==> config.mk <==
export PLATFORM = sky130hd
export DESIGN_NAME = bfa_ctrl
export DESIGN_NICKNAME = d
export VERILOG_FILES = /design/src/rtl/bfa_pkg.sv /design/src/rtl/bfa_ctrl.sv
export SDC_FILE = /design/constraint.sdc
export NUM_CORES = 1
export LEC_CHECK = 0
export ABC_AREA = 1
export BUFFER_PORTS_ARGS = -buffer_cell sky130_fd_sc_hd__buf_2
export CELL_PAD_IN_SITES_DETAIL_PLACEMENT = 0
export CELL_PAD_IN_SITES_GLOBAL_PLACEMENT = 1
export CORE_MARGIN = 2
export CORE_UTILIZATION = 25
export DETAILED_ROUTE_END_ITERATION = 6
export PLACE_DENSITY = 0.67
export SETUP_SLACK_MARGIN = 0.02
export SYNTH_ARGS = -nofsm -noshare
export SYNTH_HDL_FRONTEND = slang
export SYNTH_SLANG_ARGS = --single-unit
==> constraint.sdc <==
create_clock -name clk -period 1.1 [get_ports clk]
set_clock_uncertainty 0.15 [all_clocks]
set_input_delay 0.11 -clock clk [delete_from_list [all_inputs] [get_ports clk]]
set_output_delay 0.11 -clock clk [all_outputs]
set_load 0.01 [all_outputs]
==> src/rtl/bfa_pkg.sv <==
package bfa_pkg;

  // Map geometry: one bit per 4 KiB frame, 32 frames per map word.
  localparam int FRAMES     = 32768;
  localparam int FRAME_BITS = $clog2(FRAMES);
  localparam int WORD_BITS  = 5;
  localparam int MAP_WORDS  = FRAMES / 32;
  localparam int MAP_AW     = FRAME_BITS - WORD_BITS;
  localparam int PAGE_SHIFT = 12;
  localparam int FADDR_W    = 27;

  // Frame indexes computed from 33-bit byte sums.
  localparam int SUM_FW = 33 - PAGE_SHIFT;

  // Operation codes.
  localparam logic [1:0] OP_ALLOC  = 2'd0;
  localparam logic [1:0] OP_FREE   = 2'd1;
  localparam logic [1:0] OP_REGION = 2'd2;

  // Result status codes.
  localparam logic [1:0] ST_OK      = 2'd0;
  localparam logic [1:0] ST_NOFRAME = 2'd1;
  localparam logic [1:0] ST_BEYOND  = 2'd2;

  // Configuration register indexes.
  localparam logic [1:0] REG_FRAME_COUNT = 2'd0;
  localparam logic [1:0] REG_KERNEL_END  = 2'd1;

  // Commands from the controller to the datapath.
  typedef struct packed {
    logic init_wr;
    logic take;
    logic prep1;
    logic prep2;
    logic issue;
    logic proc;
    logic load_out;
  } bfa_cmd_t;

  // Status from the datapath to the controller.
  typedef struct packed {
    logic init_last;
    logic ptr_last;
    logic proc_last;
    logic found;
    logic empty;
  } bfa_sts_t;

endpackage

==> src/rtl/bfa_ctrl.sv <==
module bfa_ctrl (
  input  logic              clk,
  input  logic              rst,
  input  logic              in_valid,
  output logic              in_stall,
  output logic              out_valid,
  input  logic              out_stall,
  input  bfa_pkg::bfa_sts_t sts,
  output bfa_pkg::bfa_cmd_t cmd
);
  import bfa_pkg::*;

  localparam logic [2:0] S_INIT   = 3'd0;
  localparam logic [2:0] S_IDLE   = 3'd1;
  localparam logic [2:0] S_PREP1  = 3'd2;
  localparam logic [2:0] S_PREP2  = 3'd3;
  localparam logic [2:0] S_SCAN   = 3'd4;
  localparam logic [2:0] S_FINISH = 3'd5;

  logic [2:0] state;
  logic [2:0] state_next;
  logic       dv;
  logic       issued_done;
  logic       accept;
  logic       out_free;

  assign in_stall = (state != S_IDLE);
  assign accept   = in_valid && !in_stall;
  assign out_free = !out_valid || !out_stall;

  // Command decode and next state.
  always_comb begin
    state_next = state;
    cmd        = '0;
    case (state)
      S_INIT: begin
        cmd.init_wr = 1'b1;
        if (sts.init_last) begin
          state_next = S_IDLE;
        end
      end
      S_IDLE: begin
        cmd.take = accept;
        if (accept) begin
          state_next = S_PREP1;
        end
      end
      S_PREP1: begin
        cmd.prep1  = 1'b1;
        state_next = S_PREP2;
      end
      S_PREP2: begin
        cmd.prep2  = 1'b1;
        state_next = S_SCAN;
      end
      S_SCAN: begin
        if (sts.empty) begin
          state_next = S_FINISH;
        end else begin
          cmd.issue = !issued_done;
          cmd.proc  = dv;
          if (dv && (sts.proc_last || sts.found)) begin
            cmd.issue  = 1'b0;
            state_next = S_FINISH;
          end
        end
      end
      S_FINISH: begin
        if (out_free) begin
          cmd.load_out = 1'b1;
          state_next   = S_IDLE;
        end
      end
      default: begin
        state_next = S_IDLE;
      end
    endcase
  end

  // State and scan bookkeeping.
  always_ff @(posedge clk) begin
    if (rst) begin
      state       <= S_INIT;
      dv          <= 1'b0;
      issued_done <= 1'b0;
    end else begin
      state <= state_next;
      dv    <= cmd.issue;
      if (cmd.prep2) begin
        issued_done <= 1'b0;
      end else if (cmd.issue && sts.ptr_last) begin
        issued_done <= 1'b1;
      end
    end
  end

  // The output register holds its transaction until the receiver takes it.
  always_ff @(posedge clk) begin
    if (rst) begin
      out_valid <= 1'b0;
    end else if (cmd.load_out) begin
      out_valid <= 1'b1;
    end else if (!out_stall) begin
      out_valid <= 1'b0;
    end
  end

endmodule

# Word-level counts from Yosys, hierarchy flattened
# Index checks and enable logic that the tools add are counted.
# word_totals
reg_bits	6
inputBits	9
out_inout_bits	9
word_cells	44
# op_classes
n_eq_ne	11
muxes	17
reduce_logical	12
# ops
operator	n
one-hot mux 3 bit (6 select lines)	1
2-to-1 mux 3 bit	5
2-to-1 mux 1 bit	9
equality test 3 x 2 -> 1 bit (second input constant)	2
equality test 3 bit (second input constant)	2
inequality test 2 bit (second input constant)	3
zero test 1 bit	4
2-to-1 mux 2 bit	2
AND reduction 4 bit	1
equality test 3 x 1 -> 1 bit (second input constant)	1
logical AND 1 bit	3
zero test 3 bit	1
inequality test 3 x 1 -> 1 bit (second input constant)	1
inequality test 3 bit (second input constant)	1
logical OR 1 bit	2
inequality test 2 x 1 -> 1 bit (second input constant)	1
OR reduction 2 bit	1

# Longest topological paths before layout
# Gate-level depths: netlist of run 1.
# depth
depth_word	6
ltp_mapped	8
mapped_depth_nobuf	8

# Least setup slack after synthesis of run 1
# No wires, ideal clock.
# synth_path
kind	register to output
startpoint	register state[1]
endpoint	output port cmd[2] (netlist bit)
arrival_time_ns	0.914
t_required_ns	0.840
path_slack_ns	-0.074
stages_incl_launch_ff	6
path_cell_list	dfxtp_1 > nor2_2 > nand2_2 > nor2_4 > nand2_4 > nor2_1
# synth_rtl
element	line	text
from (decl)	bfa_ctrl.sv:20	logic [2:0] state;
from (signal assigned)	bfa_ctrl.sv:87	state <= state_next;
to (decl)	bfa_ctrl.sv:9	output bfa_pkg::bfa_cmd_t cmd

==> impl_metrics.env, run 1 <==
export IMPL_finalSetupViolCount=13
export IMPL_fin_area_sq_um=659
export IMPL_final_util_pct=45.4
export IMPL_drt_total_wl_microns=1010
export IMPL_antenna_found_initial=0
export IMPL_synth_avg_cell_area_sq_um=7.24
export IMPL_setup_slack_ps=-316
export IMPL_holdCritPathClass="input port to flip-flop"
export IMPL_grt_pass1_wl_microns=1670
export IMPL_postRouteAntennaNets=0
export IMPL_drc=0
export IMPL_n_antenna_cell=0
export IMPL_grt_max_degree=6
export IMPL_ys_warn_count=0
export IMPL_max_freq_ghz=0.706
export IMPL_fp_dieArea_sq_mm=0.00183
export IMPL_synth_cells=52
export IMPL_synthDistinctLibCells=19
export IMPL_grt_pass1_vias=407
export IMPL_initial_core_util_pct=25.9
export IMPL_syn_to_final_growth_pct=75.1
export IMPL_maxSlewViolCount=0
export IMPL_crit_path_end_kind="output port"
export IMPL_clk_path_buf_depth=2
export IMPL_nFillCells=164
export IMPL_slew_headroom_pct=87.0
export IMPL_gr_total_overflow=0
export IMPL_nets=97
export IMPL_arrival_ps=1160
export IMPL_period_share_pct=129
export IMPL_place_hpwl_microns=723
export IMPL_path_delay_family="simple AND/OR/NAND/NOR gates"
export IMPL_port_buffers=17
export IMPL_grt_usage_pct=12.5
export IMPL_design_core_area_sq_mm=0.00145
export IMPL_clk_insertion_delay_late_ps=240
export IMPL_synth_seq_area_share_pct=31.9
export IMPL_vias=439
export IMPL_worstPathCellList="nor2_4 -> nand2_4 -> nor2_4 -> and2_2 -> buf_2"
export IMPL_cts_root_buf="clkbuf_4"
export IMPL_die_w_microns=42.8
export IMPL_status="complete, but fails checks"
export IMPL_firstDrtPassIters=4
export IMPL_critPathMaxStageDelay_ps=340
export IMPL_slowest_stage="dfxtp_2"
export IMPL_worst_slew_pin_slew_ps=194
export IMPL_async_flop_share_pct=0
export IMPL_maxCapViolCount=0
export IMPL_clock_sinks=6
export IMPL_synthFlopType="dfxtp_1"
export IMPL_cts_buffers=3
export IMPL_dpl_cell_count=89
export IMPL_critPathMaxFanout=3
export IMPL_ir_worst_vdd_v=0.000968
export IMPL_power_density_mw_per_mm2=1980
export IMPL_io_pins=18
export IMPL_synth_edff_count=0
export IMPL_clk_pin_slew_ps=40
export IMPL_yosysTopAreaCell="dfxtp_1"
export IMPL_wl_per_cell_microns=9.93
export IMPL_drt_initial_drc_count=7
export IMPL_cts_tree="done"
export IMPL_cp_required_ps=840
export IMPL_syn_cell_area_sq_um=377
export IMPL_htree_num_levels=1
export IMPL_post_dp_cell_area_sq_um=526
export IMPL_yosys_register_bits=6
export IMPL_violations="negative setup slack"
export IMPL_reg2reg_slack_ps=-190
export IMPL_gp_congestion=0.753
export IMPL_synth_top_cell_area_share_pct=31.9
export IMPL_synthTopCellsByArea="dfxtp_1 32%, nand3_1 8.0%, inv_1 7.0%, nand2_1 7.0%, nor2_1 6.0%"
export IMPL_cpMostUsedCell="nor2_4"
export IMPL_finalSetupTns_ps=-2620
export IMPL_viasPerCell=4.30
export IMPL_stdcell_count=102
export IMPL_crit_type="flip-flop to output port"
export IMPL_post_route_min_period_ps=1420
export IMPL_finalHoldViolCount=0
export IMPL_rsz0062_at_grt="yes"
export IMPL_layout_drive_gt1_share_pct=61.6
export IMPL_p_leak_nw=0.354
export IMPL_die_h_microns=42.8
export IMPL_path_buf_inv=1
export IMPL_synthesis_nets=61
export IMPL_rows=14
export IMPL_start_kind="flip-flop"
-- cell usage in the layout (no fill, tap or decap), drive strengths merged, types with 2 or more instances in the layout --
cell and instances:
buf 27, nand2 11, nor2 11, inv 8, nand3 6, dfxtp 6, dlygate4sd3 4, clkbuf 3
a21oi 2, nor3 2
-- worst reg2reg max path, cell delays in order, from the launching register on --
cell     delay [ps]
dfxtp_2         340
nor2_4          130
nand2_4          70
nor2_4          120
nand2_4          60
buf_4           150
nand2_2          50
nor2_1           40
nand2_1          60
inv_1            30
-- where the power goes --
| part | internal, mW | leakage [nW] | switching [mW] |
|---|---|---|---|
| logic | 0.374 | 0.290 | 0.374 |
| clock network | 0.123 | 0.0138 | 0.0718 |
| registers | 0.282 | 0.0504 | 0.0829 |
| total | 0.779 | 0.354 | 0.528 |
-- synthesized netlist by cell type (2+ instances only) --
library cell  count
nor2_1            6
a21oi_1           2
nand2_1           7
dfxtp_1           6
inv_1             7
nor2_4            2
nand3_1           6
nand2_2           3
nor2_2            3
-- metrics by stage --
stage	hold WS [ps]	setup WS (ps)	total power, mW
after global placement	217	-116	0.956
after floorplan	24.9	-47.1	0.729
after detailed placement	221	-133	0.949
after CTS	16.0	-312	1.26
final	35.9	-316	1.31
after global routing	54.0	-404	1.42
-- flip-flops by register name, indices dropped and copies added, names as in the netlist --
signal / flops
out_valid: 1
state: 3
issued_done: 1
dv: 1
-- metal layers --
layer	track usage (%)	up-vias	part of all wire, %
met1	14.5	193	45
li1	-	231	-
met3	5.11	0	5.8
met2	20.0	15	49
met4	5.63	0	0
met5	0	-	0
-- path summary, 6_finish.rpt --
kind,startpoint,to,cells past startpoint
setup / recovery,state[1],cmd[1],5
hold / removal,out_stall,out_valid,3
setup reg to reg,state[1],state[0],9
hold reg to reg,issued_done,dv,1
-- timing repair --
action,4_1_cts,5_1_grt
gates cloned,0,0
endpoints found under the setup margin,13,13
hold endpoints to repair,4,0
buffers inserted,5,1
pin swaps,2,0
gates resized for setup,3,4
hold buffers,4,0
-- cell families after synthesis --
| group | synth area share [%] |
|---|---|
| flops | 31.9 |
| compound gates | 8.64 |
| buf+inv | 8.97 |
| simple gates | 50.5 |
-- cell type report --
cell class | count | area (sq um) | area share (%)
Tap cell | 16 | 20.0 | 3.04
Clock buffer | 3 | 22.5 | 3.42
Inverter | 9 | 36.3 | 5.50
Multi-Input combinational cell | 37 | 250 | 38.0
Timing Repair Buffer | 31 | 204 | 30.9
Sequential cell | 6 | 126 | 19.2
Note: power is estimated with default switching activity, not from simulation.
==> run 2, diff against run 1 <==
--- a/config.mk
+++ b/config.mk
@@ -13,6 +13,7 @@
 export CORE_UTILIZATION = 25
 export DETAILED_ROUTE_END_ITERATION = 6
 export PLACE_DENSITY = 0.67
+export REMOVE_ABC_BUFFERS = 1
 export SETUP_SLACK_MARGIN = 0.02
 export SYNTH_ARGS = -nofsm -noshare
 export SYNTH_HDL_FRONTEND = slang
==> impl_metrics.env, run 2 (synthesized netlist as in run 1, its figures left out) <==
export IMPL_status="complete, but fails checks"
export IMPL_violations="negative setup slack"
export IMPL_cts_tree="done"
export IMPL_period_share_pct=130
export IMPL_critPathMaxFanout=4
export IMPL_grt_pass1_vias=428
export IMPL_grt_max_degree=7
export IMPL_io_pins=18
export IMPL_drc=0
export IMPL_n_antenna_cell=0
export IMPL_final_common_cell="buf_2"
export IMPL_cts_buffers=3
export IMPL_r2r_end="state[0]"
export IMPL_viasPerCell=4.30
export IMPL_place_hpwl_microns=650
export IMPL_maxSlewViolCount=0
export IMPL_max_freq_ghz=0.699
export IMPL_setup_slack_ps=-330
export IMPL_crit_type="flip-flop to output port"
export IMPL_stdcell_count=103
export IMPL_ir_worst_vdd_v=0.000712
export IMPL_start_kind="flip-flop"
export IMPL_clock_sinks=6
export IMPL_ff2ff_path_depth=10
export IMPL_crit_end="cmd[5]"
export IMPL_grt_pass1_wl_microns=1630
export IMPL_antenna_found_initial=0
export IMPL_design_core_area_sq_mm=0.00145
export IMPL_crit_path_end_kind="output port"
export IMPL_layout_drive_gt1_share_pct=66.7
export IMPL_reg2reg_from="state[0]"
export IMPL_grt_usage_pct=12.0
export IMPL_regMostFlops="state"
export IMPL_htree_num_levels=1
export IMPL_total_power_mw=1.47
export IMPL_largest_reg_flops=3
export IMPL_drt_initial_drc_count=7
export IMPL_vias=443
export IMPL_gr_total_overflow=0
export IMPL_crit_start="state[0]"
export IMPL_p_leak_nw=0.368
export IMPL_initial_core_util_pct=25.9
export IMPL_rows=14
export IMPL_die_w_microns=42.8
export IMPL_postRouteAntennaNets=0
export IMPL_die_h_microns=42.8
export IMPL_nets=98
export IMPL_finalSetupViolCount=13
export IMPL_clk_insertion_delay_late_ps=240
export IMPL_final_cell_mix="14 x buf_2, 11 x buf_4, 6 x inv_1, 6 x nor2_1"
export IMPL_rsz0062_at_grt="yes"
export IMPL_post_dp_cell_area_sq_um=527
export IMPL_firstDrtPassIters=2
export IMPL_port_buffers=17
export IMPL_arrival_ps=1170
export IMPL_fin_area_sq_um=706
export IMPL_fp_dieArea_sq_mm=0.00183
export IMPL_gp_congestion=0.719
export IMPL_cp_required_ps=840
export IMPL_finalHoldViolCount=0
export IMPL_syn_to_final_growth_pct=87.4
export IMPL_reg2reg_slack_ps=-250
export IMPL_cts_root_buf="clkbuf_4"
export IMPL_clk_pin_slew_ps=40
export IMPL_final_util_pct=48.5
export IMPL_dpl_cell_count=91
export IMPL_post_route_min_period_ps=1430
export IMPL_power_density_mw_per_mm2=2080
export IMPL_drt_total_wl_microns=1020
export IMPL_holdCritPathClass="input port to flip-flop"
export IMPL_maxCapViolCount=0
export IMPL_clk_path_buf_depth=2
export IMPL_wl_per_cell_microns=9.85
export IMPL_slew_headroom_pct=89.5
export IMPL_worst_slew_pin_slew_ps=157
-- run 2: worst min-delay path by stage --
stage	cells past startpoint	endpoint	start	slack (ps)
6_report	3	out_valid	out_stall	30
5_1_grt	3	out_valid	out_stall	50
4_1_cts	3	out_valid	out_stall	10
3_5_place_dp	2	out_valid	rst	220
3_3_place_gp	2	out_valid	rst	210
2_1_floorplan	1	out_valid	rst	30
-- run 2: layer usage --
layer / vias to the layer above / part of all wire, % / global-route usage [%]
li1: 233 / - / -
met1: 201 / 40 / 12.0
met2: 9 / 57 / 21.2
met3: 0 / 3.0 / 3.83
met4: 0 / 0 / 6.88
met5: - / 0 / 0
-- run 2: per-stage QoR --
step | hold WS, ps | TNS [ps] | setup WS [ps]
after floorplan | 29.1 | -205 | -74.0
after detailed placement | 218 | -870 | -147
after CTS | 13.2 | -3290 | -365
after global placement | 215 | -929 | -139
final | 25.3 | -3070 | -330
after global routing | 46.9 | -4010 | -397
-- run 2: area by class of cell --
cell class | count | area [sq um]
Clock buffer | 3 | 22.5
Fill cell | 143 | 748
Inverter | 9 | 36.3
Multi-Input combinational cell | 37 | 272
Sequential cell | 6 | 126
Tap cell | 16 | 20.0
Timing Repair Buffer | 32 | 229
-- run 2: what timing repair did --
action                                  CTS  global route
hold buffers                              2             0
pin swaps                                 4             4
resized for setup                        18             4
cloned                                    0             0
endpoints found under the hold margin     4             0
setup buffers                             6             1
endpoints found under the setup margin   14            14
-- run 2: worst max-delay path: stages, from the launching register on --
cell     delay, ps
dfxtp_4        370
buf_6          100
inv_4           30
nor2_4         130
nand2_2         90
nor2_1          80
buf_2          130
-- run 2: where the power goes --
group	switching (mW)	total (mW)	internal [mW]
Clock	0.0764	0.200	0.123
Combinational	0.442	0.914	0.472
Sequential	0.0727	0.354	0.282
Total	0.591	1.47	0.877
==> run 3, diff against run 2 <==
--- a/config.mk
+++ b/config.mk
@@ -13,6 +13,7 @@
 export CORE_UTILIZATION = 25
 export DETAILED_ROUTE_END_ITERATION = 6
 export PLACE_DENSITY = 0.67
+export RECOVER_POWER = 50
 export REMOVE_ABC_BUFFERS = 1
 export SETUP_SLACK_MARGIN = 0.02
 export SYNTH_ARGS = -nofsm -noshare
==> impl_metrics.env, run 3 (synthesized netlist as in run 1, its figures left out) <==
export IMPL_initial_core_util_pct=25.9
export IMPL_clock_sinks=6
export IMPL_place_hpwl_microns=650
export IMPL_rows=14
export IMPL_cts_root_buf="clkbuf_4"
export IMPL_slowest_stage="dfxtp_4"
export IMPL_p_comb_share_pct=62.2
export IMPL_finalHoldViolCount=0
export IMPL_fp_dieArea_sq_mm=0.00183
export IMPL_cp_required_ps=840
export IMPL_p_sw_mw=0.592
export IMPL_finalSetupViolCount=13
export IMPL_design_core_area_sq_mm=0.00145
export IMPL_crit_type="flip-flop to output port"
export IMPL_worstPathCellList="buf_6 -> inv_4 -> nor2_4 -> nand2_2 -> nor2_1 -> buf_2"
export IMPL_start_kind="flip-flop"
export IMPL_r2r_end="state[0]"
export IMPL_regMostFlops="state"
export IMPL_pwr_share_seq_pct=24.2
export IMPL_setup_slack_ps=-330
export IMPL_reg2reg_slack_ps=-250
export IMPL_crit_path_end_kind="output port"
export IMPL_grt_pass1_wl_microns=1630
export IMPL_violations="negative setup slack"
export IMPL_io_pins=18
export IMPL_clk_path_buf_depth=2
export IMPL_maxCapViolCount=0
export IMPL_sw_frac_of_total_pct=40.3
export IMPL_rsz0062_at_grt="yes"
export IMPL_p_int_mw=0.876
export IMPL_viasPerCell=4.30
export IMPL_port_buffers=17
export IMPL_syn_to_final_growth_pct=87.0
export IMPL_final_common_cell="buf_2"
export IMPL_holdWs_ps=25.3
export IMPL_n_antenna_cell=0
export IMPL_power_density_mw_per_mm2=2080
export IMPL_die_h_microns=42.8
export IMPL_gr_total_overflow=0
export IMPL_ff2ff_path_depth=10
export IMPL_cts_buffers=3
export IMPL_grt_usage_pct=12.0
export IMPL_slew_headroom_pct=89.5
export IMPL_reg2reg_from="state[0]"
export IMPL_holdCritPathClass="input port to flip-flop"
export IMPL_grt_max_degree=7
export IMPL_htree_num_levels=1
export IMPL_p_clk_share_pct=13.6
export IMPL_finalSetupTns_ps=-3070
export IMPL_worst_slew_pin_slew_ps=157
export IMPL_max_freq_ghz=0.699
export IMPL_post_route_min_period_ps=1430
export IMPL_ir_worst_vdd_v=0.000712
export IMPL_maxSlewViolCount=0
export IMPL_drt_initial_drc_count=7
export IMPL_vias=443
export IMPL_clk_insertion_delay_late_ps=240
export IMPL_drc=0
export IMPL_nets=98
export IMPL_drt_total_wl_microns=1020
export IMPL_gp_congestion=0.719
export IMPL_period_share_pct=130
export IMPL_grt_pass1_vias=428
export IMPL_cts_tree="done"
export IMPL_firstDrtPassIters=2
export IMPL_arrival_ps=1170
export IMPL_postRouteAntennaNets=0
export IMPL_die_w_microns=42.8
export IMPL_status="complete, but fails checks"
export IMPL_final_cell_mix="13 x buf_2, 11 x buf_4, 6 x inv_1, 6 x nor2_1"
export IMPL_clk_pin_slew_ps=40
export IMPL_largest_reg_flops=3
export IMPL_antenna_found_initial=0
export IMPL_hp_start="out_stall"
export IMPL_critPathMaxStageDelay_ps=370
export IMPL_wl_per_cell_microns=9.86
export IMPL_p_leak_nw=0.364
export IMPL_hold_end="out_valid"
export IMPL_critPathMaxFanout=4
export IMPL_hold_depth=3
export IMPL_layout_drive_gt1_share_pct=65.5
-- run 3: worst max-delay path, delay by kind of cell, from the launching register on --
| family | cells | cell delay (ps) |
|---|---|---|
| buffers and inverters | 3 | 260 |
| DFF | 1 | 370 |
| and+or+nand+nor | 3 | 300 |
-- run 3: power groups by stage --
stage | Combinational (mW) | Clock (mW) | Sequential [mW]
2_1_floorplan | 0.369 | 0 | 0.324
3_3_place_gp | 0.619 | 0 | 0.329
3_5_place_dp | 0.608 | 0 | 0.330
4_1_cts | 0.835 | 0.218 | 0.350
5_1_grt | 1.00 | 0.228 | 0.362
6_report | 0.914 | 0.200 | 0.355
-- run 3: per-stage QoR --
step / setup WS, ps / util [%] / cells / instance area, sq um / total power, mW
after floorplan: -74.0 / - / 52 / 377 / 0.693
after global placement: -139 / 36.2 / 91 / 527 / 0.948
after detailed placement: -147 / 36.2 / 91 / 527 / 0.938
after CTS: -365 / 46.6 / 102 / 677 / 1.40
after global routing: -397 / 48.5 / 103 / 704 / 1.59
final: -330 / 48.5 / 103 / 704 / 1.47
-- run 3: routing by layer --
layer  share of wire, %  global-route usage (%)
met1                 40                    12.0
met2                 57                    21.2
met3                3.0                    3.83
met4                  0                    6.88
met5                  0                       0
-- run 3: timing repair --
item | 4_1_cts | 5_1_grt
hold buffers | 2 | 0
resized for setup | 18 | 4
pin swaps | 4 | 4
hold endpoints to repair | 4 | 0
endpoints found under the setup margin | 14 | 14
buffers inserted | 6 | 1
-- run 3: cell type report --
| cell class | instances | area (sq um) |
|---|---|---|
| clock buffer | 3 | 22.5 |
| inverter | 9 | 36.3 |
| fill | 144 | 749 |
| tap | 16 | 20.0 |
| timing repair buffer | 32 | 228 |
| multi-input combinational | 37 | 272 |
| sequential | 6 | 126 |
-- run 3: worst max path at each step --
stage                   from     end  slack (ps)  cells past startpoint
global placement    state[1]  cmd[2]        -140                      6
finish              state[0]  cmd[5]        -330                      6
detailed placement  state[1]  cmd[2]        -150                      6
CTS                 state[0]  cmd[2]        -370                      6
global route        state[1]  cmd[2]        -400                      6
floorplan           state[1]  cmd[2]         -70                      5
